[config.mk]
export PLATFORM = sky130hd
export DESIGN_NAME = base64_stream_encoder
export DESIGN_NICKNAME = d
export VERILOG_FILES = /design/src/hw/rtl/b64e_pkg.sv /design/src/hw/rtl/b64e_front.sv /design/src/hw/rtl/b64e_queue.sv /design/src/hw/rtl/b64e_back.sv /design/src/hw/rtl/base64_stream_encoder.sv
export VERILOG_INCLUDE_DIRS = /design/src /design/src/hw/rtl
export SDC_FILE = /design/constraint.sdc
export NUM_CORES = 1
export LEC_CHECK = 0
export ABC_AREA = 1
export BUFFER_PORTS_ARGS = -buffer_cell sky130_fd_sc_hd__buf_2
export CAP_MARGIN = 20
export CORE_MARGIN = 1
export CORE_UTILIZATION = 30
export DETAILED_ROUTE_END_ITERATION = 8
export REMOVE_ABC_BUFFERS = 1
export SETUP_SLACK_MARGIN = 0.2
export SLEW_MARGIN = 20
export SYNTH_ARGS = -nofsm -noshare
export SYNTH_HDL_FRONTEND = slang
export SYNTH_SLANG_ARGS = --single-unit
[constraint.sdc]
create_clock -name clk_i -period 2.75 [get_ports clk_i]
set_input_delay 0.275 -clock clk_i [delete_from_list [all_inputs] [get_ports clk_i]]
set_output_delay 0.275 -clock clk_i [all_outputs]
set_load 0.03 [all_outputs]
[src/hw/rtl/base64_stream_encoder_defines.svh]
// Assertion macros shared by the base64 stream encoder RTL.
`ifndef BASE64_STREAM_ENCODER_DEFINES_SVH
`define BASE64_STREAM_ENCODER_DEFINES_SVH

// Check a property on every rising clk_i edge while out of reset.
`define B64E_ASSERT(label, prop) \
  label: assert property (@(posedge clk_i) disable iff (!rst_ni) (prop)) \
    else $error("b64e assertion failed");

// Check that a condition never holds on a rising clk_i edge while out of reset.
`define B64E_ASSERT_NEVER(label, cond) \
  label: assert property (@(posedge clk_i) disable iff (!rst_ni) !(cond)) \
    else $error("b64e forbidden condition seen");

`endif

[src/hw/rtl/b64e_pkg.sv]
// Types, constants and the alphabet lookup shared by the base64 encoder modules.
package b64e_pkg;

  localparam int unsigned QueueDepth = 2;

  localparam logic [7:0] PadChar   = 8'h3D;
  localparam logic [7:0] UpperBase = 8'h41;  // 'A' - 0
  localparam logic [7:0] LowerBase = 8'h47;  // 'a' - 26
  localparam logic [7:0] DigitOffs = 8'h04;  // 52 - '0', subtracted
  localparam logic [7:0] PlusChar  = 8'h2B;
  localparam logic [7:0] SlashChar = 8'h2F;

  // Position of the next byte within its three-byte group.
  typedef enum logic [2:0] {
    POS0 = 3'b001,
    POS1 = 3'b010,
    POS2 = 3'b100
  } pos_e;

  // One encoded byte: up to four characters, a count and the end mark.
  typedef struct packed {
    logic [3:0][7:0] chars;
    logic [1:0]      cnt_m1;
    logic            last;
  } entry_t;

  typedef struct packed {
    logic full;
    logic nonempty;
  } q_status_t;

  function automatic logic [7:0] enc6(logic [5:0] v);
    logic [7:0] r;
    priority if (v < 6'd26) begin
      r = 8'(v) + UpperBase;
    end else if (v < 6'd52) begin
      r = 8'(v) + LowerBase;
    end else if (v < 6'd62) begin
      r = 8'(v) - DigitOffs;
    end else if (v == 6'd62) begin
      r = PlusChar;
    end else begin
      r = SlashChar;
    end
    return r;
  endfunction

endpackage

[src/hw/rtl/b64e_front.sv]
// Front end: group tracking and splitting of each byte into base64 characters.
module b64e_front (
  input  logic              clk_i,
  input  logic              rst_ni,
  input  logic              accept_i,
  input  logic [7:0]        data_byte_i,
  input  logic              final_byte_i,
  output b64e_pkg::entry_t  entry_o,
  output logic              pos_zero_o
);

  b64e_pkg::pos_e pos_q, pos_d;
  logic [3:0]     carry_q, carry_d;

  always_comb begin
    entry_o.chars  = {4{b64e_pkg::PadChar}};
    entry_o.cnt_m1 = 2'd0;
    entry_o.last   = final_byte_i;
    pos_d          = pos_q;
    carry_d        = carry_q;
    unique case (pos_q)
      b64e_pkg::POS1: begin
        entry_o.chars[0] = b64e_pkg::enc6({carry_q[1:0], data_byte_i[7:4]});
        if (final_byte_i) begin
          entry_o.chars[1] = b64e_pkg::enc6({data_byte_i[3:0], 2'b00});
          entry_o.cnt_m1   = 2'd2;
        end
        pos_d   = b64e_pkg::POS2;
        carry_d = data_byte_i[3:0];
      end
      b64e_pkg::POS2: begin
        entry_o.chars[0] = b64e_pkg::enc6({carry_q, data_byte_i[7:6]});
        entry_o.chars[1] = b64e_pkg::enc6(data_byte_i[5:0]);
        entry_o.cnt_m1   = 2'd1;
        pos_d            = b64e_pkg::POS0;
        carry_d          = 4'd0;
      end
      default: begin
        entry_o.chars[0] = b64e_pkg::enc6(data_byte_i[7:2]);
        if (final_byte_i) begin
          entry_o.chars[1] = b64e_pkg::enc6({data_byte_i[1:0], 4'b0000});
          entry_o.cnt_m1   = 2'd3;
        end
        pos_d   = b64e_pkg::POS1;
        carry_d = {2'b00, data_byte_i[1:0]};
      end
    endcase
    // Restart the group at the end of a message.
    if (final_byte_i) begin
      pos_d   = b64e_pkg::POS0;
      carry_d = 4'd0;
    end
  end

  always_ff @(posedge clk_i or negedge rst_ni) begin
    if (!rst_ni) begin
      pos_q   <= b64e_pkg::POS0;
      carry_q <= 4'd0;
    end else if (accept_i) begin
      pos_q   <= pos_d;
      carry_q <= carry_d;
    end
  end

  assign pos_zero_o = (pos_q == b64e_pkg::POS0);

endmodule

[src/hw/rtl/b64e_queue.sv]
// Short entry queue between the front end and the character output stage.
module b64e_queue #(
  parameter int unsigned DEPTH = b64e_pkg::QueueDepth
) (
  input  logic                 clk_i,
  input  logic                 rst_ni,
  input  logic                 push_i,
  input  b64e_pkg::entry_t     push_entry_i,
  input  logic                 pop_i,
  output b64e_pkg::entry_t     head_o,
  output b64e_pkg::q_status_t  status_o
);

  localparam int unsigned PW = (DEPTH > 1) ? $clog2(DEPTH) : 1;
  localparam int unsigned CW = $clog2(DEPTH + 1);
  localparam logic [PW-1:0] LastPtr = PW'(DEPTH - 1);

  b64e_pkg::entry_t slots_q [DEPTH];
  logic [PW-1:0]    wptr_q, rptr_q;
  logic [CW-1:0]    cnt_q;

  always_ff @(posedge clk_i) begin
    if (push_i) begin
      slots_q[wptr_q] <= push_entry_i;
    end
  end

  always_ff @(posedge clk_i or negedge rst_ni) begin
    if (!rst_ni) begin
      wptr_q <= '0;
      rptr_q <= '0;
      cnt_q  <= '0;
    end else begin
      if (push_i) begin
        wptr_q <= (wptr_q == LastPtr) ? '0 : wptr_q + PW'(1);
      end
      if (pop_i) begin
        rptr_q <= (rptr_q == LastPtr) ? '0 : rptr_q + PW'(1);
      end
      unique case ({push_i, pop_i})
        2'b10:   cnt_q <= cnt_q + CW'(1);
        2'b01:   cnt_q <= cnt_q - CW'(1);
        default: cnt_q <= cnt_q;
      endcase
    end
  end

  assign head_o            = slots_q[rptr_q];
  assign status_o.full     = (cnt_q == CW'(DEPTH));
  assign status_o.nonempty = (cnt_q != '0);

endmodule

[src/hw/rtl/b64e_back.sv]
// Back end: hands out the characters of each entry one per transfer.
module b64e_back (
  input  logic                 clk_i,
  input  logic                 rst_ni,
  input  b64e_pkg::entry_t     head_i,
  input  b64e_pkg::q_status_t  q_status_i,
  output logic                 load_o,
  input  logic                 pop_i,
  output logic                 empty_o,
  output logic [7:0]           out_char_o,
  output logic                 out_last_o
);

  b64e_pkg::entry_t cur_q;
  logic [1:0]       idx_q;
  logic             valid_q;
  logic             at_end;

  assign at_end = (idx_q == cur_q.cnt_m1);
  // Refill when idle or when the final character of the entry transfers.
  assign load_o = q_status_i.nonempty && (!valid_q || (pop_i && at_end));

  always_ff @(posedge clk_i) begin
    if (load_o) begin
      cur_q <= head_i;
    end
  end

  always_ff @(posedge clk_i or negedge rst_ni) begin
    if (!rst_ni) begin
      valid_q <= 1'b0;
      idx_q   <= 2'd0;
    end else if (load_o) begin
      valid_q <= 1'b1;
      idx_q   <= 2'd0;
    end else if (valid_q && pop_i) begin
      if (at_end) begin
        valid_q <= 1'b0;
      end else begin
        idx_q <= idx_q + 2'd1;
      end
    end
  end

  assign empty_o    = !valid_q;
  assign out_char_o = cur_q.chars[idx_q];
  assign out_last_o = cur_q.last && at_end;

endmodule

[src/hw/rtl/base64_stream_encoder.sv]
// A transferred byte passes through the entry queue into the output register.
// Throughput: one character per cycle from the single output register while pop_i
// is high; bytes are taken every cycle while the queue has room, three bytes per four
// characters sustained. A final byte adds up to two padding characters at that rate.
// Reset (rst_ni low, asynchronous): group position, carry bits, queue and output
// stage return to empty; no character is pending afterwards.
`include "base64_stream_encoder_defines.svh"

module base64_stream_encoder #(
  parameter int unsigned QUEUE_DEPTH = b64e_pkg::QueueDepth
) (
  input  logic       clk_i,
  input  logic       rst_ni,
  input  logic       push_i,
  output logic       full_o,
  input  logic [7:0] data_byte_i,
  input  logic       final_byte_i,
  input  logic       pop_i,
  output logic       empty_o,
  output logic [7:0] out_char_o,
  output logic       out_last_o
);

  b64e_pkg::entry_t    fe_entry;
  b64e_pkg::entry_t    q_head;
  b64e_pkg::q_status_t q_status;
  logic                in_xfer;
  logic                q_pop;
  logic                pos_zero;

  // A byte transfers when pushed into a queue with room.
  assign full_o  = q_status.full;
  assign in_xfer = push_i && !q_status.full;

  // Front end: split each byte into its characters and track the group.
  b64e_front u_front (
    .clk_i        (clk_i),
    .rst_ni       (rst_ni),
    .accept_i     (in_xfer),
    .data_byte_i  (data_byte_i),
    .final_byte_i (final_byte_i),
    .entry_o      (fe_entry),
    .pos_zero_o   (pos_zero)
  );

  // Queue decouples byte intake from the character stream.
  b64e_queue #(
    .DEPTH (QUEUE_DEPTH)
  ) u_queue (
    .clk_i        (clk_i),
    .rst_ni       (rst_ni),
    .push_i       (in_xfer),
    .push_entry_i (fe_entry),
    .pop_i        (q_pop),
    .head_o       (q_head),
    .status_o     (q_status)
  );

  // Back end: drain each entry one character per transfer.
  b64e_back u_back (
    .clk_i      (clk_i),
    .rst_ni     (rst_ni),
    .head_i     (q_head),
    .q_status_i (q_status),
    .load_o     (q_pop),
    .pop_i      (pop_i),
    .empty_o    (empty_o),
    .out_char_o (out_char_o),
    .out_last_o (out_last_o)
  );

  // The output stage never pulls from an empty queue.
  `B64E_ASSERT_NEVER(a_load_from_empty, q_pop && !q_status.nonempty)
  // A final byte always restarts the next group at position zero.
  `B64E_ASSERT(a_final_resets_pos, in_xfer && final_byte_i |=> pos_zero)
  // While nothing can enter the queue, a full queue cannot both refill and stay full.
  `B64E_ASSERT(a_full_drains, q_status.full && q_pop |=> !q_status.full)

endmodule
; Yosys cells after proc, flatten, opt, wreduce, memory -nomap -nowiden
; Memory sizes are Yosys's and may differ from the RTL's. A register that Yosys moved wholly into a read port is not among the register bits.
; Cells that the tools add are included.
[totals]
reg_bits = 30
ramBits = 38
word_cells = 121
inputBits = 13
memories = 1
out_inout_bits = 11
[op_classes]
reduce_logical = 14
mux = 44
n_lt_le_gt_ge = 19
add_sub_neg = 23
eq_ne = 11
[mem_list]
columns = memory, depth, width, rd, rd_clocked_by_memory_dff, wr, line_no
row1 = u_queue.slots_q, 2, 19, 1, 1, 1, b64e_queue.sv:18  ; b64e_pkg::entry_t slots_q [DEPTH];
[op_table]
columns = operator, n
row1 = 2-to-1 mux 8 bit, 21
row2 = adder 6 x 7 -> 8 bit (second input constant), 12
row3 = < comparator 6 bit (second input constant), 12
row4 = subtractor 6 x 3 -> 7 bit (second input constant), 6
row5 = < comparator 6 x 5 -> 1 bit (second input constant), 6
row6 = one-hot mux 18 bit (2 select lines), 1
row7 = == test 6 bit (second input constant), 4
row8 = binary-select mux 8 bit (select 2 bit), 1
row9 = 2-to-1 mux 3 bit, 5
row10 = 2-to-1 mux 2 bit, 5
row11 = one-hot mux 4 bit (2 select lines), 1
row12 = nonzero test 2 bit, 4
row13 = 2-to-1 mux 1 bit, 7
row14 = one-hot mux 3 bit (2 select lines), 1
row15 = logical AND 1 bit, 5
row16 = adder 2 x 1 -> 2 bit (second input constant), 2
row17 = == test 2 bit (second input constant), 2
row18 = 2-to-1 mux 4 bit, 1
row19 = one-hot mux 2 bit (2 select lines), 1
row20 = AND reduction 2 bit, 2
row21 = == test 3 x 2 -> 1 bit (second input constant), 1
row22 = == test 3 bit (second input constant), 1
row23 = < comparator 2 x 3 -> 1 bit (second input constant), 1
row24 = adder 1 bit (second input constant), 2
row25 = 6 further kinds, 7

; Logic depth before layout (Yosys ltp)
; Gate-level depths: netlist (run 1).
[depth]
ltp_word = 6
ltp_mapped = 13
depth_no_buf = 12

; Modules after synthesis
; Synthesis (run 1) repeated with hierarchy kept, for this count alone.
[unflattened]
hier_cells = 764
area_unflattened_um2 = 6974.2
[modules_own_cells]
columns = module, cells_per_inst, area_per_inst_um2, instances, seq_area_each_um2
row1 = b64e_queue, 207, 2945.3, 1, 2202.1
row2 = b64e_front, 440, 2512.4, 1, 176.4
row3 = b64e_back, 115, 1506.4, 1, 1126.1
row4 = base64_stream_encoder, 2, 10.0, 1, 0.0

; Least setup slack after synthesis (run 1)
; OpenSTA, ideal clock, no wires.
[synth_path]
kind = flip-flop to flip-flop
startpoint = register u_back.valid_q
endpoint = register u_queue.cnt_q[1]
path_stages_with_launch = 10
synth_period_minus_slack_ns = 2.102
t_arrival_ns = 1.972
t_required_ns = 2.619
n_path_buf = 0
slack_ns = 0.648
setup_time_ns = 0.131
cell_sequence = dfrtp_1 > inv_1 > nor2_1 > nor2_1 > nand2_1 > inv_1 > ha_1 > a21oi_1 > o21ai_0 > xor2_1
[synth_via]
elab_chain_len = 5
word_cells_on_any_way = 7
classes_between = eq/ne: 2 / mux: 1 / reduce/logical: 4
[synth_lines]
columns = element, line_no
row1 = from (decl), b64e_back.sv:16  ; logic valid_q;
row2 = from (signal assigned), b64e_back.sv:31  ; valid_q <= 1'b0;
row3 = from (signal assigned), b64e_back.sv:34  ; valid_q <= 1'b1;
row4 = from (signal assigned), b64e_back.sv:38  ; valid_q <= 1'b0;
row5 = zero test 1 bit *, -
row6 = named net empty_o, base64_stream_encoder.sv:19  ; output logic empty_o,
row7 = logical OR 1 bit *, b64e_back.sv:21  ; assign load_o = q_status_i.nonempty && (!valid_q || (pop_i && at_end));
row8 = logical AND 1 bit *, b64e_back.sv:21
row9 = named net q_pop, base64_stream_encoder.sv:28  ; logic q_pop;
row10 = == test 2 x 1 -> 1 bit or == test 2 bit (tied branches), b64e_queue.sv:40  ; unique case ({push_i, pop_i})
row11 = one-hot mux 2 bit (2 select lines) or nonzero test 2 bit (tied branches), -
row12 = to (signal assigned), b64e_queue.sv:41  ; 2'b10: cnt_q <= cnt_q + CW'(1);
row13 = to (signal assigned), b64e_queue.sv:42  ; 2'b01: cnt_q <= cnt_q - CW'(1);
row14 = to (signal assigned), b64e_queue.sv:43  ; default: cnt_q <= cnt_q;
row15 = to (decl), b64e_queue.sv:20  ; logic [CW-1:0] cnt_q;
; The timed path passes the listed nets; every way through them passes the cells marked *.
; A chain may end at the register's enable or synchronous reset.

==> out/results.ini, run 1 <==
[outcome]
outcome=finished clean

[timing]
layout_setup_ws_ps=554
hold_viol=0
setup_violations=0
drv_slew=0
fmax_ghz=0.455
slew_headroom_pct=71.5
worst_slew_pin_slew_ps=424
clock_skew_ps=5.25
post-route-min-period_ps=2200
finalSetupTns_ps=0
rsz0062_at_grt=no
fin_crit_sh_pct=79.8

[clock_tree]
post_cts_buffers=0
cts_buffers=9
insertion_delay_ps=320
cts_max_level=3
clock-sinks=71
path_clk_slew_ps=50
cts.path.max_buffers=2
root_buffer=clkbuf_16
cts_tree=yes
cts_resized=0

[placed_design]
place_ws_ps=384
port_buffers=23
place_area_mm2=0.00522
place_congestion=0.932
hpwl_mm=9.20

[logic_synthesis]
synth_area_mm2=0.00488
synthTopCellsByArea=edfxtp_1, nand2_1, nand3_1
syn_avg_cell_area_um2=8.39
syn_inst=582
synth_xor_area_share_pct=2.87
synth_top_family_by_area=simple AND/OR/NAND/NOR gates
synth.mux.area_fraction_pct=4.38
synth_fa_ha_area_share_pct=6.92
yosys_warnings=0
synth_compound_area_share_pct=9.13
yosys.area.top_type=edfxtp_1
synth.ff_latch_count=71
ys_types=39
synth_top_area_share_pct=35.1
synth-simple-area-share_pct=27.4
ys_seq_area_share_pct=42.3

[global_routing]
antenna_found_initial=0
grt_max_degree=21
grt_pass1_wl_mm=20.3
grt-ovfl-total=0
grt.total_usage_pct=15.8
grt_pass1_vias=3906

[critical_path]
cp_num_buf_inv=2
cp.arrival_ps=2230
cp-end-kind=register
crit_family=simple AND/OR/NAND/NOR gates
cp_cell_sequence=inv_1 -> ha_1 -> nand3_1 -> nand2_2 -> inv_2 -> nor2_1 -> nand3_1 -> nand2_1 -> nand3_1
crit_required_ps=2790
crit_slowest_cell=dfrtp_1
crit_type=register to register
path_common_cell=nand3_1
cp-start-kind=register
slowest_delay_ps=490
crit_path_max_fanout=9

[job]
maxCapViolCount=0

[finish]
layout_commonest_cell=nand2_1
diodes=0
fin_util_pct=34.7
n_fill_cell=1670
nets=650
layout_common_cells=nand2_1, nand3_1, edfxtp_1
drive_gt1_share_pct=16.3
syn2layout_area_growth_pct=13.0
multi_input_area_mm2=0.00247
finalInstanceArea_mm2=0.00552
seqCellArea_mm2=0.00206

[floorplanning]
core_mm2=0.0159
die_y_um=130
ioPinCount=24
dieWidth_um=130
die-area_mm2=0.0168
rows=46
start_util_pct=30.7

[drt]
dr_total_vias=4127
drtPass1Iterations=7
postRouteAntennaNets=0
wirelength_mm=12.5
wl_per_cell_um=15.0
drt_iter0_markers=384
drc=0
viasPerCell=4.97

[power]
p_per_area_mw_per_mm2=861
p_leak_nw=2.35
peakVddDrop_uv=572
p_total_mw=4.75

[worst_hold_path]
hold_class=input pin to register

## state kept, by name, summed over array words and instances (netlist names)
signal / flops
u_queue.slots_q: 38
u_back.cur_q: 19
u_front.carry_q: 4
u_front.pos_q: 3
u_back.idx_q: 2
u_queue.cnt_q: 2
u_back.valid_q: 1
u_queue.rptr_q: 1
u_queue.wptr_q: 1
## tightest hold or removal path, delay by kind of cell
family                 cells  cell delay (ps)
AO/OA/AOI/OAI              2              170
buffers and inverters      1              110
## kinds of logic after synthesis
| group | after synthesis |
|---|---|
| adders and majority gates | 27 |
| and+or+nand+nor | 294 |
| xor gates and xnor gates | 16 |
| buffers and inverters | 80 |
| muxes | 19 |
| DFF | 71 |
| AOI/OAI and AO/OA | 75 |
## power breakdown
group / switching [mW] / total, mW / internal, mW / leakage, nW
Combinational: 1.26 / 1.88 / 0.616 / 1.53
Clock: 0.395 / 1.09 / 0.699 / 0.137
Sequential: 0.161 / 1.78 / 1.62 / 0.688
Total: 1.82 / 4.75 / 2.93 / 2.35
## what timing repair did
item | 4_1_cts | 5_1_grt
hold buffers | 1 | 0
hold endpoints to repair | 13 | 0
endpoints found under the setup margin | 0 | 0
## metrics by stage
stage / hold WS (ps) / cells
after CTS: 237 / 831
after global routing: 250 / 831
after floorplan: -20.6 / 568
final: 244 / 831
after detailed placement: 205 / 814
after global placement: 204 / 814
## routing by layer
metal	up-vias	wire length, um	GRT usage [%]
met5	-	0	0
met4	0	204	5.54
met3	18	606	1.94
met2	155	5570	24.7
met1	1926	6120	22.4
li1	2028	-	-
## synth_stat cells (all sizes together)
library cell  instances
dfrtp                13
xnor2                 7
and3                  1
edfxtp               57
inv                  64
xor2                  9
o211ai               13
or2                   1
buf                  14
a31oi                 3
dfstp                 1
nand4                 6
nand3b                2
nand2               160
nor4                  1
nor2                 42
nand3                79
nor3                  2
o21ai                31
o31ai                 1
clkinv                2
ha                   27
mux2                 19
o22ai                 4
a21oi                23
## cell type report
type	count	area share [%]
multi-input cells	431	44.8
flip-flops and latches	71	37.4
well taps	216	4.90
inverters	66	4.54
clock buffers	12	4.29
repair buffers	31	3.22
clock inverters	4	0.862
## path summary, 6_finish.rpt
kind	startpoint	end	slack (ps)	depth (start not counted)
hold / removal	push_i	u_front.pos_q[0]$_DFFE_PN1P_	240	3
setup reg to reg	u_front.carry_q[1]$_DFFE_PN0P_	u_queue.slots_q[0][8]$_DFFE_PP_	550	9
min in group asynchronous	rst_ni	u_front.pos_q[1]$_DFFE_PN0P_	390	2
max in group asynchronous	rst_ni	u_front.pos_q[0]$_DFFE_PN1P_	2060	2
hold reg to reg	u_queue.cnt_q[1]$_DFFE_PN0P_	u_back.valid_q$_DFFE_PN0P_	520	2
setup / recovery	u_front.carry_q[1]$_DFFE_PN0P_	u_queue.slots_q[0][8]$_DFFE_PP_	550	9
Power figures use the tool's default switching activity.
==> inputs of run 2 (changes only) <==
--- a/config.mk
+++ b/config.mk
@@ -6,7 +6,7 @@
 export SDC_FILE = /design/constraint.sdc
 export NUM_CORES = 1
 export LEC_CHECK = 0
-export ABC_AREA = 1
+export ABC_AREA = 0
 export BUFFER_PORTS_ARGS = -buffer_cell sky130_fd_sc_hd__buf_2
 export CAP_MARGIN = 20
 export CORE_MARGIN = 1
==> constraint.sdc (replaced) <==
create_clock -name clk_i -period 2.25 [get_ports clk_i]
set_input_delay 0.225 -clock clk_i [delete_from_list [all_inputs] [get_ports clk_i]]
set_output_delay 0.225 -clock clk_i [all_outputs]
set_load 0.03 [all_outputs]
==> run 2 against run 1 <==
Cell count shrank 7.8%. Clock skew down 0.58 ps. Non-clock buffer count rose by 52. Worst hold slack got worse by 23 ps. Core utilization increased by 3.3 points. Sequential power increased by 28%. Synthesized cell count down 15%. Wire length rose by 0.96%. Sequential cell count unchanged. Global-route usage is 0.35 points higher. Final area rose by 5.6%. Sequential share of layout area down 1.9 points. Critical path type unchanged. Largest power group unchanged.
==> out/results.ini, run 2 <==
[worst_hold_path]
whs_path_depth=3  ; unchanged
whs_endpoint=u_back.idx_q[1]$_DFFE_PN0P_  ; was u_front.pos_q[0]$_DFFE_PN1P_
min_from=pop_i  ; was push_i
hold_class=input pin to register  ; unchanged

[timing]
finalSetupTns_ps=0  ; unchanged
drv_slew=0  ; unchanged
slew_headroom_pct=66.5  ; was 71.5%
post-route-min-period_ps=1990  ; was 2200 ps
setup_violations=0  ; unchanged
worst_slew_pin_slew_ps=490  ; was 424 ps
layout_setup_ws_ps=257  ; was 554 ps
rsz0062_at_grt=yes  ; was no
fmax_ghz=0.502  ; was 0.455 GHz
hold_viol=0  ; unchanged
holdWs_ps=221  ; was 244 ps
fin_crit_sh_pct=88.6  ; was 79.8%
clock_skew_ps=4.67  ; was 5.25 ps

[finish]
nets=590  ; was 650
finalInstanceArea_mm2=0.00583  ; was 0.00552 mm^2
fin_util_pct=38.1  ; was 34.7%
largest_reg_flops=38  ; unchanged
seqCellArea_mm2=0.00207  ; was 0.00206 mm^2
multi_input_area_mm2=0.00250  ; was 0.00247 mm^2
max_flop_register=u_queue.slots_q  ; unchanged
n_fill_cell=1558  ; was 1670
drive_gt1_share_pct=25.4  ; was 16.3%
layout_common_cells=buf_4, edfxtp_1, nand2_1  ; was nand2_1, nand3_1, edfxtp_1
diodes=0  ; unchanged
syn2layout_area_growth_pct=23.0  ; was 13.0%
instances_no_fill=766  ; was 831
reg.largest.list=u_queue.slots_q x38, u_back.cur_q x19, u_front.carry_q x4  ; unchanged

[critical_path]
crit_type=register to register  ; unchanged
crit_required_ps=2310  ; was 2790 ps
r2r-start=u_front.carry_q[1]$_DFFE_PN0P_  ; unchanged
reg2reg_to=u_queue.slots_q[0][8]$_DFFE_PP_  ; unchanged
cp.arrival_ps=2050  ; was 2230 ps
rr_worst_depth=7  ; was 9
crit_path_max_fanout=13  ; was 9
cp_num_buf_inv=1  ; was 2
slowest_delay_ps=440  ; was 490 ps
cp-end-kind=register  ; unchanged
crit_slowest_cell=dfrtp_2  ; was dfrtp_1
crit_family=compound AO/OA/AOI/OAI gates  ; was simple AND/OR/NAND/NOR gates
cp-start-kind=register  ; unchanged
cp_cell_sequence=buf_6 -> ha_1 -> nand3_1 -> and2_4 -> nand4_1 -> o31ai_1 -> a211o_1  ; was inv_1 -> ha_1 -> nand3_1 -> nand2_2 -> inv_2 -> nor2_1 -> nand3_1 -> nand2_1 -> nand3_1
r2r_slack_ps=260  ; was 550 ps

[drt]
drt_iter0_markers=294  ; was 384
drtPass1Iterations=5  ; was 7
wl_per_cell_um=16.5  ; was 15.0 um
dr_total_vias=4006  ; was 4127
viasPerCell=5.23  ; was 4.97
wirelength_mm=12.6  ; was 12.5 mm
postRouteAntennaNets=0  ; unchanged
drc=0  ; unchanged

[clock_tree]
path_clk_slew_ps=60  ; was 50 ps
cts_tree=yes  ; unchanged
cts.path.max_buffers=2  ; unchanged
insertion_delay_ps=320  ; about the same
clock-sinks=71  ; unchanged
cts_max_level=3  ; unchanged
root_buffer=clkbuf_16  ; unchanged
cts_buffers=9  ; unchanged

[floorplanning]
die-area_mm2=0.0163  ; was 0.0168 mm^2
ioPinCount=24  ; unchanged
rows=45  ; was 46
core_mm2=0.0153  ; was 0.0159 mm^2
dieWidth_um=128  ; was 130 um
die_y_um=128  ; was 130 um
start_util_pct=30.9  ; was 30.7%

[logic_synthesis]
synth_area_mm2=0.00474  ; was 0.00488 mm^2
synth_edf_count=57  ; unchanged
yosys.area.top_type=edfxtp_1  ; unchanged
ys_seq_area_share_pct=43.5  ; was 42.3%
yosys_warnings=0  ; unchanged
ys_types=57  ; was 39
synth_async_sr_flop_share_pct=19.7  ; unchanged
synth.ff_latch_count=71  ; unchanged
syn_avg_cell_area_um2=9.63  ; was 8.39 um^2
synthTopCellsByArea=edfxtp_1, ha_1, dfrtp_1  ; was edfxtp_1, nand2_1, nand3_1
synth_most_common_cell=edfxtp_1  ; was nand2_1
syn_inst=492  ; was 582
ys.flop_type=edfxtp_1  ; unchanged
synth_top_area_share_pct=36.1  ; was 35.1%
netlist_top_cells_count=edfxtp_1, nand2_1, a21oi_1  ; was nand2_1, nand3_1, edfxtp_1

[global_routing]
grt_pass1_wl_mm=20.4  ; was 20.3 mm
grt-ovfl-total=0  ; unchanged
grt.total_usage_pct=16.1  ; was 15.8%
antenna_found_initial=0  ; unchanged
grt_pass1_vias=3947  ; was 3906
grt_max_degree=21  ; unchanged

[power]
p_per_area_mw_per_mm2=1110  ; was 861 mW/mm^2
p_leak_nw=2.27  ; was 2.35 nW
p_total_mw=6.46  ; was 4.75 mW
combPwrFrac_pct=41.0  ; was 39.5%
p_sw_share_pct=36.9  ; was 38.3%
p_seq_share_pct=35.3  ; was 37.4%
p_sw_mw=2.38  ; was 1.82 mW
p_clk_share_pct=23.7  ; was 23.0%
intPower_mw=4.07  ; was 2.93 mW
peakVddDrop_uv=528  ; was 572 uV

[placed_design]
port_buffers=23  ; unchanged
place_area_mm2=0.00542  ; was 0.00522 mm^2
hpwl_mm=9.47  ; was 9.20 mm
post-place-cells=748  ; was 814
place_congestion=0.902  ; was 0.932
place_ws_ps=7.78  ; was 384 ps

[outcome]
outcome=finished clean  ; unchanged

[job]
maxCapViolCount=0  ; unchanged

[run 2: final cells by class]
| cell class | instances | share of cell area [%] |
|---|---|---|
| clock inverters | 7 | 1.80 |
| clock buffers | 9 | 3.86 |
| inverters | 20 | 1.37 |
| well taps | 211 | 4.53 |
| multi-input cells | 365 | 43.0 |
| flip-flops and latches | 71 | 35.4 |
| repair buffers | 83 | 10.0 |
[run 2: how the worst max path moves through the flow]
stage | from | endpoint | slack [ps] | cells past startpoint
after floorplan | u_back.idx_q[0]$_DFFE_PN0P_ | u_queue.cnt_q[1]$_DFFE_PN0P_ | -570 | 6
after global placement | data_byte_i[4] | u_queue.slots_q[0][8]$_DFFE_PP_ | 60 | 9
after detailed placement | data_byte_i[6] | u_queue.slots_q[0][8]$_DFFE_PP_ | 8 | 8
after CTS | u_front.carry_q[0]$_DFFE_PN0P_ | u_queue.slots_q[1][5]$_DFFE_PP_ | 200 | 8
after global routing | u_front.carry_q[1]$_DFFE_PN0P_ | u_queue.slots_q[0][7]$_DFFE_PP_ | 170 | 8
final | u_front.carry_q[1]$_DFFE_PN0P_ | u_queue.slots_q[0][8]$_DFFE_PP_ | 260 | 7
[run 2: power by group through the flow]
stage | clock network [mW] | registers (mW) | logic (mW)
3_5_place_dp | 0 | 2.28 | 2.56
3_3_place_gp | 0 | 2.27 | 2.52
5_1_grt | 1.60 | 2.33 | 2.91
6_report | 1.53 | 2.28 | 2.65
4_1_cts | 1.55 | 2.26 | 2.59
2_1_floorplan | 0 | 2.31 | 1.63
[run 2: kinds of logic (layout without fill, tap and decap cells)]
kind of cell             after synthesis  in the layout  share of synthesized area (%)
AO/OA/AOI/OAI                        144            144                           20.0
flip-flops                            71             71                           43.5
adder cells (fa/ha/maj)               27             27                           7.13
AND/OR/NAND/NOR                      149            149                           14.8
XOR/XNOR                              17             17                           3.14
buffers and inverters                 56            119                           4.86
multiplexers                          28             28                           6.49
[run 2: timing repair]
action,CTS,global route
pin swaps,0,3
hold buffers,1,0
hold endpoints to repair,13,0
setup buffers,0,1
gates resized for setup,4,22
setup endpoints to repair,12,18
[run 2: layer usage]
layer	track usage (%)	wire length, um	up-vias
met3	2.50	588	22
met4	6.71	334	0
li1	-	-	1928
met2	26.0	5800	135
met5	0	0	-
met1	21.6	5890	1921
[run 2: tightest hold or removal path: stages]
cell     delay, ps
buf_2          120
nand4_1         90
o21ai_0         70
